===== config.mk =====
export PLATFORM = sky130hd
export DESIGN_NAME = plt_cell
export DESIGN_NICKNAME = d
export VERILOG_FILES = /design/src/sv/plt_pkg.sv /design/src/sv/plt_cell.sv
export SDC_FILE = /design/constraint.sdc
export NUM_CORES = 1
export LEC_CHECK = 0
export ABC_AREA = 1
export BUFFER_PORTS_ARGS = -buffer_cell sky130_fd_sc_hd__buf_4
export CORE_ASPECT_RATIO = 0.8
export CORE_MARGIN = 5
export CORE_UTILIZATION = 35
export CTS_BUF_LIST = sky130_fd_sc_hd__clkbuf_16
export DETAILED_ROUTE_END_ITERATION = 7
export PLACE_DENSITY = 0.71
export SLEW_MARGIN = 0
export SYNTH_ARGS = -nofsm -noshare
export SYNTH_HDL_FRONTEND = slang
export SYNTH_SLANG_ARGS = --single-unit

===== constraint.sdc =====
create_clock -name aclk -period 6.1 [get_ports aclk]
set_clock_uncertainty 0.15 [all_clocks]
set_input_delay 0.305 -clock aclk [delete_from_list [all_inputs] [get_ports aclk]]
set_output_delay 0.305 -clock aclk [all_outputs]
set_load 0.05 [all_outputs]

===== src/sv/plt_pkg.sv =====
// Shared types and constants for the positional list table.
`timescale 1ns / 1ps

package plt_pkg;

    localparam int unsigned VALUE_BITS  = 32;
    localparam int unsigned POS_BITS    = 6;
    localparam int unsigned CAP_BITS    = 7;
    localparam int unsigned LEN_BITS    = 7;
    localparam logic [CAP_BITS-1:0] CAP_RESET = 7'd64;
    // Cells folded into one registered read group.
    localparam int unsigned RD_GROUP    = 8;

    typedef enum logic [1:0] {
        ACT_INSERT = 2'd0,
        ACT_GET    = 2'd1,
        ACT_DELETE = 2'd2,
        ACT_CLEAR  = 2'd3
    } action_t;

    typedef enum logic [1:0] {
        OP_HOLD = 2'd0,
        OP_INS  = 2'd1,
        OP_DEL  = 2'd2
    } cell_op_t;

    typedef struct packed {
        action_t                 action;
        logic [POS_BITS-1:0]     position;
        logic [VALUE_BITS-1:0]   value;
    } plt_in_t;

    typedef struct packed {
        logic                    ok;
        logic [VALUE_BITS-1:0]   value_out;
        logic [LEN_BITS-1:0]     list_length;
    } plt_out_t;

    // Command broadcast to every cell of the row.
    typedef struct packed {
        cell_op_t op;
        logic     rd_en;
    } cell_cmd_t;

endpackage


===== src/sv/plt_cell.sv =====
// One storage cell of the list row: holds an entry and trades it with its neighbours.
`timescale 1ns / 1ps

module plt_cell
    import plt_pkg::*;
#(
    parameter int unsigned WORD_BITS = 32,
    parameter int unsigned IW        = 6,
    parameter int unsigned IDX       = 0
) (
    input  logic                 aclk,
    input  cell_cmd_t            cmd,
    input  logic [IW-1:0]        op_idx,
    input  logic [IW-1:0]        rd_idx,
    input  logic [WORD_BITS-1:0] load_word,
    input  logic [WORD_BITS-1:0] left_data,
    input  logic [WORD_BITS-1:0] right_data,
    output logic [WORD_BITS-1:0] data_out,
    output logic [WORD_BITS-1:0] rd_data
);

    localparam logic [IW-1:0] MY_IDX = IW'(IDX);

    logic [WORD_BITS-1:0] data_reg;
    logic [WORD_BITS-1:0] data_next;

    always_comb begin
        data_next = data_reg;
        unique case (cmd.op)
            OP_INS: begin
                if (MY_IDX == op_idx) begin
                    data_next = load_word;
                end else if (MY_IDX > op_idx) begin
                    data_next = left_data;
                end
            end
            OP_DEL: begin
                // close the gap: take the entry above
                if (MY_IDX >= op_idx) begin
                    data_next = right_data;
                end
            end
            default: data_next = data_reg;
        endcase
    end

    always_ff @(posedge aclk) begin
        data_reg <= data_next;
    end

    assign data_out = data_reg;
    assign rd_data  = (cmd.rd_en && (rd_idx == MY_IDX)) ? data_reg : '0;

endmodule


* Yosys cells after proc, flatten, opt, wreduce, memory -nomap -nowiden
Index checks and enable logic that the tools add are counted.
** Operators by class
- Magnitude comparators :: 2
- Eq/ne operators :: 4
- Mux-type cells :: 5
- Reductions and logical operators :: 5
** Operators with widths (number)
- 32-bit two-way mux :: 4
- 32-bit one-hot mux with 2 select lines :: 1
- 6-bit zero test :: 2
- 1-bit by 6-bit greater-or-equal comparator with 1-bit output (first input constant) :: 1
- 1-bit by 6-bit greater-than comparator with 1-bit output (first input constant) :: 1
- 3-bit != test (second input constant) :: 1
- 3-bit AND reduction :: 1
- 2-bit by 1-bit equality test with 1-bit output (second input constant) :: 1
- 2-bit equality test (second input constant) :: 1
- 2-bit != test (second input constant) :: 1
- 2-bit nonzero test :: 1
- 1-bit logical AND :: 1
** Storage, ports and cells
- Flip-flop bits (word level) :: 32
- Input port bits :: 112
- Output and inout bits :: 64
- Logic and storage cells :: 17

* Longest topological paths before layout
- Word-level depth :: 4
- Mapped depth :: 7
- Gate-level depth less buffers :: 5

* Worst setup path after synthesis
Ideal clock, no wire load.
- Path type :: input to register
- From :: input cmd[1] (netlist bit)
- To :: register data_reg[0] (netlist: data_out[0]) (enable)
- Setup time :: 0.432 ns
- Arrival :: 2.547 ns
- Required time :: 5.518 ns
- Setup slack :: 2.972 ns
- Stages on the path :: 5
- Path buffers :: 1
- Path through :: inv_1 > ha_1 > buf_2 > or2_2 > a21oi_1
** Between the ends
- Word-level cells in the longest chain between the ends :: 3
- Elaborated cells on any way between the ends :: 6
- Classes of those cells :: eq/ne: 4; reduce/logical: 2
** RTL lines
- from (decl) :: line plt_cell.sv:12 : input cell_cmd_t cmd,
- 2-bit by 1-bit equality test with 1-bit output / 2-bit equality test (equally long branches) :: line plt_cell.sv:29 : unique case (cmd.op)
- 3-bit != test (no line), or another cell as far along
- 3-bit AND reduction (no line) (*)
- to (signal assigned) :: line plt_cell.sv:48 : data_reg <= data_next;
- to (decl) :: line plt_cell.sv:24 : logic [WORD_BITS-1:0] data_reg;
Every way passes the cells marked *; elsewhere a longest branch is shown, timed or not.
A chain may end at the register's enable or synchronous reset.

* Worst setup path in the final report
- From :: input op_idx[1]
- To :: register data_reg[17] (netlist: data_out[17]) (enable)
** Between the ends
- Word-level cells in the longest chain between the ends :: 3
- Elaborated cells on any way between the ends :: 6
- Classes of those cells :: order compare: 2; eq/ne: 2; reduce/logical: 2
** RTL lines
- from (decl) :: line plt_cell.sv:13 : input logic [IW-1:0] op_idx,
- 1-bit by 6-bit greater-than comparator with 1-bit output, or another cell as far along :: line plt_cell.sv:33 : end else if (MY_IDX > op_idx) begin
- 3-bit != test (no line) / 2-bit != test (equally long branches)
- 3-bit AND reduction (no line) (*)
Marks and branches as above.

==> flow_metrics.py <==
metrics = {
    "hold_path": {
        "min_path_cells": 3,
        "hp-start": "right_data[30]",
        "holdPathEnd": "data_out[30]",
        "min_path_type": "primary input to register",
    },
    "setup_path": {
        "cp_data_required_time_ns": 5.84,
        "worst_setup_path_start_kind": "primary input",
        "end_kind": "register",
        "critical_path.max_stage_delay_ns": 1.06,
        "worstPathCellList": "buf_4 -> nor2_4 -> nand3_2 -> a21oi_4",
        "crit_path_top_delay_cell": "a21oi_4",
        "crit_fanout": 33,
        "cp_data_arrival_time_ns": 2.84,
        "critPathKind": "primary input to register",
    },
    "sta": {
        "hold_violations": 0,
        "finalSetupViolCount": 0,
        "fin_crit_ns": 3.103,
        "rsz0062_at_grt": "false",
        "fmax_mhz": 322.3,
        "fin_ws_ns": 2.997,
        "min_period_over_period_pct": 50.86,
        "maxSlewViolCount": 0,
        "worstMarginPinSlew_ns": 1.046,
        "final.setup.tns_ns": 0,
        "slew_headroom_pct": 30.09,
    },
    "drt": {
        "wirelength_um": 8197,
        "detail_route.wl_per_cell_um": 13.57,
        "drc": 0,
        "first_iter_violations": 111,
        "drt_pass1_iterations": 4,
        "post_drt_via_cell_ratio": 4.513,
        "postRouteAntennaNets": 0,
        "vias": 2726,
    },
    "clock_network": {
        "cts_tree": "built",
        "cts_sinks": 32,
        "post_cts_buffers": 0,
        "htreeDepth": 2,
        "cts_resized": 0,
        "cts_root_buffer": "clkbuf_16",
        "cts_buffers": 5,
        "clkTransAtPathRegs_ns": 0.05,
        "cts_buffer_depth": 2,
        "cts_hold_buf": 0,
    },
    "global_route": {
        "grt_max_degree": 34,
        "grt_pass1_wl_um": 12840,
        "grt.total_usage_pct": 18.68,
        "grt_overflow_total": 0,
        "first_global_vias": 2790,
        "antenna_found_initial": 0,
    },
    "floorplan": {
        "start_util_pct": 36.48,
        "die_x_um": 102.1,
        "fp.dieH_um": 83.66,
        "core_area_um2": 6506,
        "rows": 26,
        "dieArea_um2": 8539,
        "io_pins": 176,
    },
    "synthesis": {
        "ys_ff_latch": 32,
        "syn_nets": 471,
        "yosysTopAreaCell": "edfxtp_1",
        "netlist-cell-type-count": 13,
        "netlist_area_um2": 2374,
        "synth-seq-area-share_pct": 40.48,
        "synth_area_leaders": "edfxtp_1 40%, inv_1 16%, nand2_1 15%",
        "synth_top_area_share_pct": 40.48,
        "syn_inst": 357,
        "syn_avg_cell_area_um2": 6.649,
        "ys_warn_count": 0,
    },
    "cells_and_area": {
        "drive_above_1_share_pct": 36.15,
        "largest_reg_flops": 32,
        "final_common_cell": "buf_4",
        "area_growth_pct": 62.31,
        "final_cell_mix": "177 x buf_4, 101 x inv_1, 96 x nand2_1",
        "nNetsFinal": 633,
        "antennaDiodeCount": 0,
    },
    "power": {
        "powerDensity_nw_per_um2": 206.4,
        "combinationalPowerShare_pct": 34.2,
        "switching_share_pct": 33.99,
        "p_int_w": 0.0005249,
        "seq_power_share_pct": 37.0,
        "p_clk_share_pct": 28.7,
        "power.switching_w": 0.0002704,
        "leakage_nw": 2.288,
        "vdd_drop_max_uv": 120.5,
    },
    "status": {
        "status": "finished clean",
    },
    "job": {
        "drv_cap": 0,
    },
    "placed_design": {
        "port_buffers": 175,
        "gp_congestion": 0.8794,
        "hpwl_um": 6310,
        "pre_cts_slack_ns": 2.695,
    },
}
[cell type report]
cell class,count,area [µm²]
tap,84,105.1
multi-input combinational,204,949.7
clock inverter,3,11.26
clock buffer,5,125.1
inverter,99,371.6
fill,615,2654
sequential,32,960.9
timing repair buffer,177,1329
[routing by layer]
metal / global-route usage [%] / part of all wire (%) / wire length [µm]
met1: 22.04 / 39 / 3164
met2: 33.22 / 49 / 4040
met3: 5.263 / 11 / 865
met4: 4.172 / 1.5 / 127
met5: 0 / 0 / 0
[Yosys cell counts (all sizes together)]
cell and number:
a21oi 1, buf 16, clkbuf 6, edfxtp 32
ha 2, inv 99, nand2 96, nand3 33
nand4 33, nor2 38, or2 1
[power by group through the flow]
stage	Sequential (W)	Clock [W]	Combinational, W
detailed placement	0.000298	0	0.000274
finish	0.000294	0.000229	0.000272
global placement	0.000298	0	0.000270
global route	0.000298	0.000243	0.000291
floorplan	0.000391	0	0.0000658
CTS	0.000295	0.000233	0.000274
[worst max-delay path by stage]
stage / start / end / slack [ns] / cells past startpoint
after floorplan: cmd[1] / data_out[0] / 2.97 / 5
after global placement: op_idx[1] / data_out[12] / 2.79 / 4
after detailed placement: op_idx[1] / data_out[16] / 2.69 / 4
after CTS: op_idx[3] / data_out[10] / 2.97 / 4
after global routing: op_idx[1] / data_out[15] / 2.79 / 4
final: op_idx[1] / data_out[17] / 3.00 / 4
[kinds of logic after synthesis]
group,after synthesis,synth area share [%]
fa+ha+maj,2,1.054
buf+inv,121,19.98
compound gates,1,0.2107
flops,32,40.48
simple gates,201,38.27
[critical path, delay by kind of cell]
| kind | cells | cell delay, ns |
|---|---|---|
| AO/OA/AOI/OAI | 1 | 1.06 |
| buffers and inverters | 1 | 0.12 |
| AND/OR/NAND/NOR | 2 | 1.32 |
[through the flow]
| step | hold slack [ns] | util [%] | power, W | cells | area, µm² |
|---|---|---|---|---|---|
| 2_1_floorplan | 0.3367 | - | 0.0004568 | 357 | 2374 |
| 3_3_place_gp | 0.4273 | 57.12 | 0.0005679 | 596 | 3716 |
| 3_5_place_dp | 0.4300 | 57.12 | 0.0005726 | 596 | 3716 |
| 4_1_cts | 0.1493 | 59.21 | 0.0008022 | 604 | 3852 |
| 5_1_grt | 0.1628 | 59.21 | 0.0008320 | 604 | 3852 |
| 6_report | 0.1545 | 59.21 | 0.0007953 | 604 | 3852 |
Note: power is estimated with default switching activity, not from simulation.
